File: config.mk
export PLATFORM = sky130hd
export DESIGN_NAME = http_request_header_classifier
export DESIGN_NICKNAME = d
export VERILOG_FILES = /design/src/rtl/hrhc_pkg.sv /design/src/rtl/hrhc_step.sv /design/src/rtl/http_request_header_classifier.sv
export SDC_FILE = /design/constraint.sdc
export NUM_CORES = 2
export LEC_CHECK = 0
export BUFFER_PORTS_ARGS = -buffer_cell sky130_fd_sc_hd__clkbuf_2
export CORE_ASPECT_RATIO = 0.7
export CORE_MARGIN = 10
export CORE_UTILIZATION = 45
export CTS_CLUSTER_SIZE = 25
export DETAILED_ROUTE_END_ITERATION = 8
export SLEW_MARGIN = 25
export SYNTH_ARGS = -nofsm -noshare
export SYNTH_HDL_FRONTEND = slang
export SYNTH_SLANG_ARGS = --single-unit
File: constraint.sdc
create_clock -name clk -period 11.4 [get_ports clk]
set_clock_uncertainty 0.15 [all_clocks]
set_input_delay 2.28 -clock clk [delete_from_list [all_inputs] [get_ports clk]]
set_output_delay 2.28 -clock clk [all_outputs]
set_load 0.01 [all_outputs]
File: src/rtl/hrhc_pkg.sv
// Shared types, codes and string helpers for the request header classifier.
package hrhc_pkg;

  localparam int COUNT_BITS = 16;
  localparam logic [COUNT_BITS-1:0] COUNT_MAX = {COUNT_BITS{1'b1}};

  localparam logic [2:0] PH_METHOD = 3'd0;
  localparam logic [2:0] PH_TARGET = 3'd1;
  localparam logic [2:0] PH_REST   = 3'd2;
  localparam logic [2:0] PH_SKIP   = 3'd3;
  localparam logic [2:0] PH_LINE   = 3'd4;
  localparam logic [2:0] PH_DONE   = 3'd5;

  localparam logic [2:0] VS_NAME   = 3'd0;
  localparam logic [2:0] VS_IGNORE = 3'd1;
  localparam logic [2:0] VS_LEAD   = 3'd2;
  localparam logic [2:0] VS_BODY   = 3'd3;
  localparam logic [2:0] VS_TRAIL  = 3'd4;
  localparam logic [2:0] VS_FAIL   = 3'd5;

  localparam logic [3:0] ST_OK        = 4'd0;
  localparam logic [3:0] ST_BAD       = 4'd1;
  localparam logic [3:0] ST_FORBIDDEN = 4'd2;
  localparam logic [3:0] ST_NOTFOUND  = 4'd3;
  localparam logic [3:0] ST_METHOD    = 4'd4;
  localparam logic [3:0] ST_LENREQ    = 4'd5;
  localparam logic [3:0] ST_TOOLARGE  = 4'd6;
  localparam logic [3:0] ST_MEDIA     = 4'd7;
  localparam logic [3:0] ST_HDRLARGE  = 4'd8;

  localparam logic [2:0] ACT_PAGE     = 3'd0;
  localparam logic [2:0] ACT_HISTREC  = 3'd2;
  localparam logic [2:0] ACT_SAVE     = 3'd4;
  localparam logic [2:0] ACT_REJECT   = 3'd5;
  localparam logic [2:0] ROUTE_HIST   = 3'd1;
  localparam logic [2:0] ROUTE_DL     = 3'd3;
  localparam logic [2:0] ROUTE_POST   = 3'd4;
  localparam logic [2:0] ROUTE_NONE   = 3'd7;

  localparam logic [1:0] K_TE  = 2'd0;
  localparam logic [1:0] K_SFS = 2'd1;
  localparam logic [1:0] K_CT  = 2'd2;
  localparam logic [1:0] K_CL  = 2'd3;

  localparam logic [0:0] REG_MAX_HDR  = 1'b0;
  localparam logic [0:0] REG_MAX_BODY = 1'b1;
  localparam logic [15:0] MAX_HDR_RST  = 16'd2048;
  localparam logic [19:0] MAX_BODY_RST = 20'd4096;
  // (4096+1)/10+1
  localparam logic [16:0] LIM_RST = 17'd410;
  // ceil(2^23/10): exact quotient for any 21-bit dividend
  localparam logic [23:0] RECIP10 = 24'd838861;

  localparam logic [7:0] CH_CR = 8'h0d;
  localparam logic [7:0] CH_LF = 8'h0a;
  localparam logic [7:0] CH_SP = 8'h20;
  localparam logic [7:0] CH_HT = 8'h09;

  typedef struct packed {
    logic [15:0] maxh;
    logic [19:0] maxb;
    logic [16:0] lim;
  } cfg_t;

  typedef struct packed {
    logic [15:0] bc;
    logic [1:0]  tm;
    logic [2:0]  ph;
    logic [5:0]  tpos;
    logic        post;
    logic [3:0]  pc;
    logic [23:0] key;
    logic [3:0]  hnc;
    logic [2:0]  vph;
    logic [23:0] lacc;
    logic        ls;
    logic        ft;
    logic [3:0]  ferr;
    logic        vsent;
    logic        mbad;
    logic [2:0]  route;
  } st_t;

  typedef struct packed {
    logic [2:0]  action;
    logic [3:0]  status;
    logic [15:0] hlen;
    logic [19:0] clen;
    logic [23:0] rec;
  } res_t;

  function automatic st_t clear_state();
    st_t x;
    x = '0;
    x.ph = PH_METHOD;
    x.pc = 4'hf;
    x.hnc = 4'hf;
    x.route = ROUTE_NONE;
    return x;
  endfunction

  function automatic st_t set_err(input st_t x, input logic [3:0] code);
    st_t y;
    y = x;
    if (y.ferr == ST_OK) y.ferr = code;
    y.ph = PH_DONE;
    return y;
  endfunction

  function automatic logic [5:0] bump(input logic [5:0] p);
    return (p != 6'd63) ? p + 6'd1 : p;
  endfunction

  function automatic logic [7:0] lower(input logic [7:0] b);
    return (b >= "A" && b <= "Z") ? b + 8'd32 : b;
  endfunction

  function automatic logic is_blank(input logic [7:0] b);
    return (b == CH_SP) || (b == CH_HT);
  endfunction

  function automatic logic is_digit(input logic [7:0] b);
    return (b >= "0") && (b <= "9");
  endfunction

  // character i of a string of length len held right-aligned in s
  function automatic logic [7:0] sch(input logic [8*33-1:0] s, input logic [5:0] len,
                                     input logic [5:0] i);
    int sh;
    sh = 8 * (int'(len) - 1 - int'(i));
    return (i < len) ? s[sh +: 8] : 8'h00;
  endfunction

  function automatic logic [5:0] name_len(input logic [1:0] k);
    case (k)
      K_TE:    return 6'd17;
      K_SFS:   return 6'd14;
      K_CT:    return 6'd12;
      default: return 6'd14;
    endcase
  endfunction

  function automatic logic [7:0] name_ch(input logic [1:0] k, input logic [5:0] i);
    case (k)
      K_TE:    return sch("transfer-encoding", 6'd17, i);
      K_SFS:   return sch("sec-fetch-site", 6'd14, i);
      K_CT:    return sch("content-type", 6'd12, i);
      default: return sch("content-length", 6'd14, i);
    endcase
  endfunction

endpackage

File: src/rtl/hrhc_step.sv
// Per-beat next-state and verdict logic of the header classifier.
module hrhc_step import hrhc_pkg::*; (
  input  st_t        st,
  input  cfg_t       cfg,
  input  logic [7:0] data_byte,
  input  logic       start_of_request,
  output st_t        st_nxt,
  output logic       emit,
  output res_t       res
);

  always_comb begin
    st_t n;
    logic [7:0] b;
    logic done;
    logic root, index, hit, stop;
    logic [1:0] hk;
    logic [3:0] c;
    logic [5:0] i;
    logic [23:0] lz;
    b = data_byte;
    n = start_of_request ? clear_state() : st;
    emit = 1'b0;
    res = '0;
    done = 1'b0;
    root = 1'b0;
    index = 1'b0;
    hit = 1'b0;
    stop = 1'b0;
    hk = K_TE;
    c = '0;
    i = n.tpos;
    lz = {4'd0, cfg.maxb};
    if (!n.vsent) begin
      if (n.bc != COUNT_MAX) n.bc = n.bc + 16'd1;
      if (b == CH_CR) begin
        n.tm = (n.tm == 2'd2) ? 2'd3 : 2'd1;
      end else if (b == CH_LF) begin
        done = (n.tm == 2'd3);
        n.tm = (n.tm == 2'd1) ? 2'd2 : 2'd0;
      end else begin
        n.tm = 2'd0;
      end

      if (done) begin
        n.tm = 2'd0;
        emit = 1'b1;
        n.vsent = 1'b1;
        res.action = ACT_REJECT;
        res.hlen = n.bc;
        if (n.bc > cfg.maxh) begin
          res.status = ST_HDRLARGE;
          res.hlen = '0;
        end else if (n.ferr != ST_OK) begin
          res.status = n.ferr;
        end else if (n.route <= ROUTE_DL) begin
          res.action = n.route;
          res.rec = (n.route >= ACT_HISTREC) ? n.key : 24'd0;
        end else if (n.route != ROUTE_POST) begin
          res.status = ST_BAD;
        end else if (!n.ft) begin
          res.status = ST_MEDIA;
        end else if (!n.ls) begin
          res.status = ST_LENREQ;
        end else if (n.lacc > lz) begin
          res.status = ST_TOOLARGE;
        end else if (n.lacc == 24'd0) begin
          res.status = ST_BAD;
        end else begin
          res.action = ACT_SAVE;
          res.clen = n.lacc[19:0];
        end
      end else begin
        case (n.ph)
          PH_METHOD: begin
            if (b == CH_CR) begin
              n = set_err(n, ST_BAD);
            end else if (b == CH_SP) begin
              root = n.pc[0] && (i == 6'd3);
              index = n.pc[1] && (i == 6'd4);
              n.mbad = !(root || index);
              n.post = index;
              n.pc = 4'hf;
              n.tpos = '0;
              n.key = '0;
              n.vph = '0;
              n.ph = PH_TARGET;
            end else begin
              if (i >= 6'd3 || b != sch("GET", 6'd3, i)) n.pc[0] = 1'b0;
              if (i >= 6'd4 || b != sch("POST", 6'd4, i)) n.pc[1] = 1'b0;
              n.tpos = bump(i);
            end
          end
          PH_TARGET: begin
            if (b == CH_CR || b == CH_SP) begin
              root = n.pc[0] && (i == 6'd1);
              index = n.pc[1] && (i == 6'd11);
              if (!n.vph[0]) begin
                n = set_err(n, ST_BAD);
              end else if (n.mbad) begin
                n = set_err(n, ST_METHOD);
              end else if (n.post) begin
                if (root || index) begin
                  n.route = ROUTE_POST;
                  n.ph = (b == CH_CR) ? PH_SKIP : PH_REST;
                end else begin
                  n = set_err(n, ST_NOTFOUND);
                end
              end else begin
                if (root || index) n.route = ACT_PAGE;
                else if (n.pc[2] && i == 6'd8) n.route = ROUTE_HIST;
                else if (n.pc[3] && i == 6'd17) n.route = ACT_HISTREC;
                else if (n.pc[3] && i == 6'd26) n.route = ROUTE_DL;
                else n = set_err(n, ST_NOTFOUND);
                n.ph = PH_DONE;
              end
            end else begin
              n.vph[0] = 1'b1;
              if (b == "?") n.vph[1] = 1'b1;
              if (!n.vph[1]) begin
                c = n.pc;
                if (i != 6'd0 || b != "/") c[0] = 1'b0;
                if (i >= 6'd11 || b != sch("/index.html", 6'd11, i)) c[1] = 1'b0;
                if (i >= 6'd8 || b != sch("/history", 6'd8, i)) c[2] = 1'b0;
                if (i >= 6'd26) begin
                  c[3] = 1'b0;
                end else if (i >= 6'd10 && i <= 6'd16) begin
                  // record key digits
                  if (!is_digit(b)) c[3] = 1'b0;
                  else if (c[3])
                    n.key = (n.key << 3) + (n.key << 1) + {16'd0, b - "0"};
                end else if (b != sch("/history/R0000000/download", 6'd26, i)) begin
                  c[3] = 1'b0;
                end
                n.pc = c;
                n.tpos = bump(i);
              end
            end
          end
          PH_REST: begin
            if (b == CH_CR) n.ph = PH_SKIP;
          end
          PH_SKIP: begin
            n.ph = PH_LINE;
            n.tpos = '0;
            n.hnc = 4'hf;
            n.vph = VS_NAME;
          end
          PH_LINE: begin
            if (b == CH_CR) begin
              if (n.vph == VS_NAME && i == 6'd0) begin
                n.ph = PH_DONE;
              end else begin
                if (n.vph >= VS_LEAD) begin
                  if (n.hnc == 4'b0010 &&
                      ((n.vph == VS_BODY && i == 6'd10) || n.vph == VS_TRAIL)) begin
                    n = set_err(n, ST_FORBIDDEN);
                    stop = 1'b1;
                  end else begin
                    if (n.hnc == 4'b0100) n.ft = (n.vph == VS_BODY) && (i >= 6'd33);
                    if (n.hnc == 4'b1000 && n.vph == VS_LEAD) begin
                      n = set_err(n, ST_BAD);
                      stop = 1'b1;
                    end
                  end
                end
                if (!stop) n.ph = PH_SKIP;
              end
            end else if (n.vph == VS_NAME) begin
              c = n.hnc;
              for (int k = 0; k < 4; k++) begin
                if (!hit && c[k]) begin
                  if (i < name_len(2'(k))) begin
                    if (lower(b) != name_ch(2'(k), i)) c[k] = 1'b0;
                  end else if (i == name_len(2'(k)) && b == ":") begin
                    hit = 1'b1;
                    hk = 2'(k);
                  end else begin
                    c[k] = 1'b0;
                  end
                end
              end
              if (hit) begin
                n.hnc = 4'b0001 << hk;
                n.vph = VS_LEAD;
                n.tpos = '0;
                if (hk == K_TE) begin
                  n = set_err(n, ST_BAD);
                end else if (hk == K_CL) begin
                  n.ls = 1'b1;
                  n.lacc = '0;
                end
              end else begin
                n.hnc = c;
                if (c == 4'd0) n.vph = VS_IGNORE;
                n.tpos = bump(i);
              end
            end else if (n.vph == VS_LEAD || n.vph == VS_BODY || n.vph == VS_TRAIL) begin
              if (n.vph == VS_LEAD) begin
                if (!is_blank(b)) begin
                  n.vph = VS_BODY;
                  n.tpos = '0;
                  stop = 1'b1;
                end
              end else begin
                stop = 1'b1;
              end
              // value byte
              if (stop) begin
                i = n.tpos;
                if (n.hnc == 4'b0010) begin
                  if (n.vph == VS_TRAIL) begin
                    if (!is_blank(b)) n.vph = VS_FAIL;
                  end else if (i < 6'd10) begin
                    if (lower(b) != sch("cross-site", 6'd10, i)) n.vph = VS_FAIL;
                    else n.tpos = bump(i);
                  end else begin
                    n.vph = is_blank(b) ? VS_TRAIL : VS_FAIL;
                  end
                end else if (n.hnc == 4'b0100) begin
                  if (i < 6'd33) begin
                    if (lower(b) != sch("application/x-www-form-urlencoded", 6'd33, i))
                      n.vph = VS_FAIL;
                    else n.tpos = bump(i);
                  end
                end else if (n.hnc == 4'b1000) begin
                  if (!is_digit(b)) n = set_err(n, ST_BAD);
                  else if (n.lacc > {7'd0, cfg.lim}) n = set_err(n, ST_TOOLARGE);
                  else n.lacc = (n.lacc << 3) + (n.lacc << 1) + {16'd0, b - "0"};
                end
              end
            end
          end
          default: ;
        endcase

        if (n.bc >= cfg.maxh || n.bc == COUNT_MAX) begin
          emit = 1'b1;
          n.vsent = 1'b1;
          res.action = ACT_REJECT;
          res.status = ST_HDRLARGE;
        end
      end
    end
    st_nxt = n;
  end

endmodule

File: src/rtl/http_request_header_classifier.sv
// Request header classifier: one byte a cycle, verdict after the blank line.
// Throughput: one byte per cycle; the input stalls only while both the result
// register and the spare register behind it hold waiting verdicts.
// A verdict is registered in the result register, or the spare if that one is held.
// Rate is set by the combinational parse step feeding the result register.
// Synchronous active-low reset restores limits to 2048 / 4096 and clears parse state.
module http_request_header_classifier import hrhc_pkg::*; (
  input  logic        clk,
  input  logic        rst_n,
  input  logic        in_valid,
  output logic        in_stall,
  input  logic [7:0]  in_data_byte,
  input  logic        in_start_of_request,
  output logic        out_valid,
  input  logic        out_stall,
  output logic [2:0]  out_action,
  output logic [3:0]  out_status,
  output logic [15:0] out_header_length,
  output logic [19:0] out_content_length,
  output logic [23:0] out_record_number,
  input  logic        psel,
  input  logic        penable,
  input  logic        pwrite,
  input  logic [2:0]  paddr,
  input  logic [31:0] pwdata,
  output logic [31:0] prdata,
  output logic        pready
);

  cfg_t cfg_r;
  st_t  st_r, st_nxt;
  res_t res, res_r, sk_r;
  logic emit, acc, out_valid_r, sk_valid_r, out_free;
  logic [20:0] lim_num;
  logic [44:0] lim_prod;

  assign pready = 1'b1;
  assign prdata = (paddr[2] == REG_MAX_BODY) ? {12'd0, cfg_r.maxb} : {16'd0, cfg_r.maxh};

  // limit on the running content-length value, worked out when the register is written
  assign lim_num  = {1'b0, pwdata[19:0]} + 21'd1;
  assign lim_prod = {24'd0, lim_num} * {21'd0, RECIP10};

  always_ff @(posedge clk) begin
    if (!rst_n) begin
      cfg_r.maxh <= MAX_HDR_RST;
      cfg_r.maxb <= MAX_BODY_RST;
      cfg_r.lim  <= LIM_RST;
    end else if (psel && penable && pwrite) begin
      if (paddr[2] == REG_MAX_HDR) begin
        cfg_r.maxh <= pwdata[15:0];
      end else begin
        cfg_r.maxb <= pwdata[19:0];
        cfg_r.lim  <= lim_prod[39:23] + 17'd1;
      end
    end
  end

  hrhc_step u_step (
    .st               (st_r),
    .cfg              (cfg_r),
    .data_byte        (in_data_byte),
    .start_of_request (in_start_of_request),
    .st_nxt           (st_nxt),
    .emit             (emit),
    .res              (res)
  );

  // spare register takes a verdict that arrives while the result register is held
  assign in_stall = sk_valid_r;
  assign acc = in_valid && !in_stall;
  assign out_free = !out_valid_r || !out_stall;

  always_ff @(posedge clk) begin
    if (!rst_n) begin
      st_r <= clear_state();
      out_valid_r <= 1'b0;
      sk_valid_r <= 1'b0;
    end else begin
      if (acc) st_r <= st_nxt;
      if (out_free) begin
        out_valid_r <= sk_valid_r || (acc && emit);
        sk_valid_r <= 1'b0;
      end else if (acc && emit) begin
        sk_valid_r <= 1'b1;
      end
    end
  end

  always_ff @(posedge clk) begin
    if (out_free) begin
      if (sk_valid_r) res_r <= sk_r;
      else if (acc && emit) res_r <= res;
    end else if (acc && emit) begin
      sk_r <= res;
    end
  end

  assign out_valid          = out_valid_r;
  assign out_action         = res_r.action;
  assign out_status         = res_r.status;
  assign out_header_length  = res_r.hlen;
  assign out_content_length = res_r.clen;
  assign out_record_number  = res_r.rec;

  a_hold: assert property (@(posedge clk) disable iff (!rst_n)
    sk_valid_r |-> out_valid_r) else $error("spare verdict with no verdict ahead of it");

  a_sent: assert property (@(posedge clk) disable iff (!rst_n)
    acc && emit |=> st_r.vsent) else $error("verdict not marked as sent");

  a_rise: assert property (@(posedge clk) disable iff (!rst_n)
    $rose(out_valid_r) |-> $past(acc && emit)) else $error("verdict without a beat");

  a_code: assert property (@(posedge clk) disable iff (!rst_n)
    out_valid_r |-> ((out_status == ST_OK) == (out_action != ACT_REJECT)))
    else $error("status and action disagree");

endmodule

# After elaboration in Yosys (flattened, before gate mapping)
# Index checks and enable logic that the tools add are counted.
[totals] regBits=287 in_bits=51 wordCells=590
[classes] n_addsub=21 eq_ne=50 magnitude_cmp=33 n_bitwise=3 n_reduce_logical=63 muxes=376 shift=12 n_mul=1
[ops] op="indexed part select 264 x 32 -> 8 bit (first input constant)" n=11
[ops] op="two-way mux 80 bit" n=12
[ops] op="two-way mux 6 bit" n=78
[ops] op="two-way mux 8 bit" n=40
[ops] op="two-way mux 67 bit" n=3
[ops] op="two-way mux 98 bit" n=2
[ops] op="two-way mux 24 bit" n=8
[ops] op="two-way mux 20 bit" n=7
[ops] op="two-way mux 35 bit" n=4
[ops] op="two-way mux 3 bit" n=41
[ops] op="two-way mux 1 bit" n=114
[ops] op="case mux 35 bit (3 select lines)" n=1
[ops] op="two-way mux 45 bit" n=2
[ops] op="two-way mux 44 bit" n=2
[ops] op="inequality test 8 bit" n=11
[ops] op="case mux 29 bit (3 select lines)" n=1
[ops] op="two-way mux 77 bit" n=1
[ops] op="two-way mux 75 bit" n=1
[ops] op="two-way mux 33 bit" n=2
[ops] op="two-way mux 16 bit" n=4
[ops] op="two-way mux 60 bit" n=1
[ops] op="two-way mux 28 bit" n=2
[ops] op="two-way mux 4 bit" n=13
[ops] op="two-way mux 25 bit" n=2
[ops] op="82 further kinds" n=196

# Depth between registers and ports, before layout
[depth] word_depth=113 depth_mapped=38

# Modules after synthesis
# From an unflattened synthesis, not the netlist that was laid out.
[hier_totals] cells_unflattened=4103 hier_area_um2=32884.0
[modules_own_cells] module="http_request_header_classifier" area_per_inst_um2=19042.0 instances=1 cells_per_inst=1868 seq_area_each_um2=7086.8
[modules_own_cells] module="hrhc_step" area_per_inst_um2=13842.0 instances=1 cells_per_inst=2235 seq_area_each_um2=0.0

# Least setup slack after synthesis
# Ideal clock, no wire load.
[synth_path] kind="input to register" startpoint="in pwdata[3]" endpoint="reg cfg_r[16] in the netlist's numbering" t_required_ns=11.110 path_slack_ns=0.890 stages=37 t_arrival_ns=10.220 path_cell_list="clkbuf_1 and3_1 and2_1 nand3_1 nor4_1 and3_1 xnor2_1 inv_1 ha_1 inv_1 fa_1 inv_1 ha_1 fa_1 inv_1 fa_1 inv_1 fa_1 inv_1 fa_1 inv_1 ha_1 and4_1 o21a_1 nand4_1 o221ai_1 nor3_1 xnor2_1 ha_1 nand3_1 a21oi_1 nand4b_1 or4_1 clkbuf_1 o41ai_1 mux2i_1 o311ai_0"
[synth_between] elab_chain_cells=3
[synth_rtl] element="start, declared" line="http_request_header_classifier.sv:25" rtl="input logic [31:0] pwdata,"
[synth_rtl] element="adder 20 x 1 -> 21 bit" line="http_request_header_classifier.sv:41" rtl="assign lim_num = {1'b0, pwdata[19:0]} + 21'd1;"
[synth_rtl] element="multiplier 21 x 20 -> 40 bit" line="http_request_header_classifier.sv:42" rtl="assign lim_prod = {24'd0, lim_num} * {21'd0, RECIP10};"
[synth_rtl] element="adder 17 x 1 -> 17 bit" line="http_request_header_classifier.sv:54" rtl="cfg_r.lim <= lim_prod[39:23] + 17'd1;"
[synth_rtl] element="end, declared" line="http_request_header_classifier.sv:30" rtl="cfg_t cfg_r;"
# No other way between the ends.
# A chain may end at the register's enable or synchronous reset.

# Final worst setup path
[layout_path] startpoint="in pwdata[4]" endpoint="reg cfg_r[16] in the netlist's numbering"
# The elaborated chain is that of the path after synthesis.

==> flow_summary.yaml <==
die:
  num_rows: 81
  initial_utilization_pct: 45.6
  core_mm2: 0.0701
  pin_count: 153
  die_area_mm2: 0.0823
  die_h_um: 243
  die_x_um: 339
critical_path:
  crit_path_frequent_cell: "inv_1"
  critPathCaptureType: "flop"
  crit_fanout: 4
  worst_setup_path_start_kind: "input pin"
  reg2reg_from: "st_r[85]"
  cp_slowest_stage_delay_ns: 0.52
  worstRegToRegCells: 17
  r2r_end: "sk_r[38]"
  arrival_ns: 10.86
  cp.required_ns: 11.65
  cp_slowest_cell: "fa_1"
  worstSetupPathType: "in2reg"
  ff2ff_setup_slack_ns: 5.20
power:
  power.internal_mw: 3.99
  swShare_pct: 46.4
  ir_drop_mv: 0.460
  pwr-share-comb_pct: 69.6
  p_sw_mw: 3.45
  p_per_area_mw_per_mm2: 212
  p_seq_share_pct: 14.8
  power_frac_clock_pct: 15.6
  leakagePower_nw: 15.3
  finalPower_mw: 7.45
timing:
  rsz0062_at_grt: "no"
  report.final.hold_viol_count: 0
  whs_ns: 0.303
  relSlewSlack_pct: 33.3
  slew_viol_final: 0
  fmax_ghz: 0.0942
  min_period_over_period_pct: 93.1
  setup_viol: 0
  worst_slew_pin_slew_ns: 0.992
  tns_ns: 0
  timing.final.crit_period_ns: 10.62
synth:
  synth_ff_type: "dfxtp_1"
  ys_top_cells_by_area: "ha_1 14%, edfxtp_1 13%, fa_1 10%"
  synthDistinctLibCells: 100
  netlist_instances: 3990
  syn_avg_cell_area_um2: 8.01
  yosysWarnings: 0
  async_flop_share_pct: 0
  netlist_area_mm2: 0.0320
  synth_top_area_share_pct: 14.0
  synth-seq-cells: 287
  synth_top_area_cell: "ha_1"
  seq_area_frac_synth_pct: 22.2
  synth_edf_count: 134
  synth_common_cells: "458 x inv_1, 425 x nand2_1, 358 x ha_1"
  synth.most_common_cell: "inv_1"
global_route:
  grt_remaining_overflow: 0
  grt_usage_pct: 25.5
  grt_pass1_vias: 27806
  antenna_found_initial: 1
  grt_pass1_wl_mm: 169
  grt_max_degree: 97
clock_tree:
  clk_pin_slew_ns: 0.05
  cts_hold_buf: 0
  cts_buffer_depth: 3
  post-cts-setup-buffer-count: 0
  cts_sinks: 287
  cts-htree-levels: 2
  post_cts_resized: 0
  clkLatencyLatePin_ns: 0.56
  cts_tree: "built"
  cts_buffers: 36
  clk_root_buffer_cell: "clkbuf_16"
routing:
  vias: 30124
  remaining_drc_errors: 0
  via_per_inst: 5.97
  drtIter0Drc: 3695
  drtPass1Iterations: 6
  wl_mm: 110
  ant_nets: 0
  wl_per_cell_um: 21.7
layout:
  area_delta_synth_final_pct: 9.75
  num-nets-final: 4635
  fill_cells: 6943
  antenna_cells: 0
  drive_gt1_share_pct: 9.45
run_status:
  outcome: "complete, no violations"
min_path:
  min_delay_worst_endpoint: "cfg_r[47]"
  hold_start: "cfg_r[47]"
  hold_path_depth: 2
  hold_class: "reg2reg"
placed_design:
  numPortBuffers: 125
  gp_congestion: 0.972
  hpwl_mm: 84.0
flow_run:
  maxCapViolCount: 0
-- worst max-delay path: cells and delay by family --
kind / cells / cell delay, ns
AOI/OAI and AO/OA: 7 / 1.49
buffers and inverters: 9 / 0.69
and+or+nand+nor: 11 / 2.51
adders and majority gates: 9 / 3.56
xor gates and xnor gates: 1 / 0.14
muxes: 1 / 0.17
-- routing by layer --
metal	share of wire (%)	vias up	wire length [um]	GRT usage, %
li1	-	14222	-	-
met1	48	14204	52900	39.7
met2	39	1553	42400	34.5
met3	12	143	12600	6.60
met4	1.6	2	1730	4.75
met5	0.090	-	99	0.832
-- worst max-delay path by stage --
stage / slack (ns) / end / cells past startpoint / from
after global routing: 0.11 / cfg_r[16] / 38 / pwdata[4]
after detailed placement: 0.25 / cfg_r[16] / 38 / pwdata[4]
after global placement: 0.34 / cfg_r[16] / 37 / pwdata[4]
after CTS: 0.82 / cfg_r[16] / 37 / pwdata[4]
after floorplan: 0.89 / cfg_r[16] / 37 / pwdata[3]
final: 0.78 / cfg_r[16] / 38 / pwdata[4]
-- layout make-up --
cell class	instances	area, um2	share of cell area (%)
Sequential cell	287	7090	20.2
Inverter	468	1760	5.02
Multi-Input combinational cell	3022	22300	63.5
Clock buffer	45	966	2.75
Timing Repair Buffer	251	1570	4.49
Clock inverter	21	221	0.631
Tap cell	954	1190	3.40
-- cells in the final DEF, fill, tap and decap left out, types with 48 or more instances in the layout --
cell and count:
a211oi_1 48, a21oi_1 267, buf_4 127, clkbuf_2 124
dfxtp_1 152, edfxtp_1 134, fa_1 160, ha_1 358
inv_1 456, nand2_1 425, nand3_1 113, nor2_1 305
nor2b_1 51, nor3_1 85, o21ai_0 236, o31ai_1 69
xnor2_1 114
-- power by group through the flow --
stage                     sequential (mW)  clock [mW]  combinational, mW
after floorplan                      1.12           0               3.76
after global placement               1.12           0               5.07
after detailed placement             1.12           0               5.10
after CTS                            1.10        1.18               5.15
after global routing                 1.10        1.22               5.93
final                                1.10        1.16               5.18
-- per-stage QoR --
step | cells | cell area (um2) | setup WS [ns] | utilization [%]
5_1_grt | 5048 | 35100 | 0.112 | 50.0
2_1_floorplan | 4001 | 32000 | 0.890 | -
3_3_place_gp | 4982 | 33900 | 0.336 | 48.3
4_1_cts | 5048 | 35100 | 0.821 | 50.0
6_report | 5048 | 35100 | 0.783 | 50.0
3_5_place_dp | 4982 | 33900 | 0.251 | 48.3
-- cell families (layout without fill, tap and decap cells) --
kind of cell    after synthesis  after routing  share of synthesized area (%)
simple gates               1273           1273                           19.0
compound gates             1021           1021                           20.6
buf+inv                     692            785                           8.42
fa+ha+maj                   519            519                           24.1
flops                       287            287                           22.2
xor+xnor                    156            156                           4.32
mux                          40             40                           1.34
other cells                   2             13                         0.0235
-- flip-flops by register name (all words and copies together) (netlist names) --
signal and flops:
out_content_length 20, st_r 98, in_stall 1, out_valid 1, out_action 3, sk_r 67
out_record_number 24, cfg_r 53, out_status 4, out_header_length 16
(Power assumes the default switching activity.)
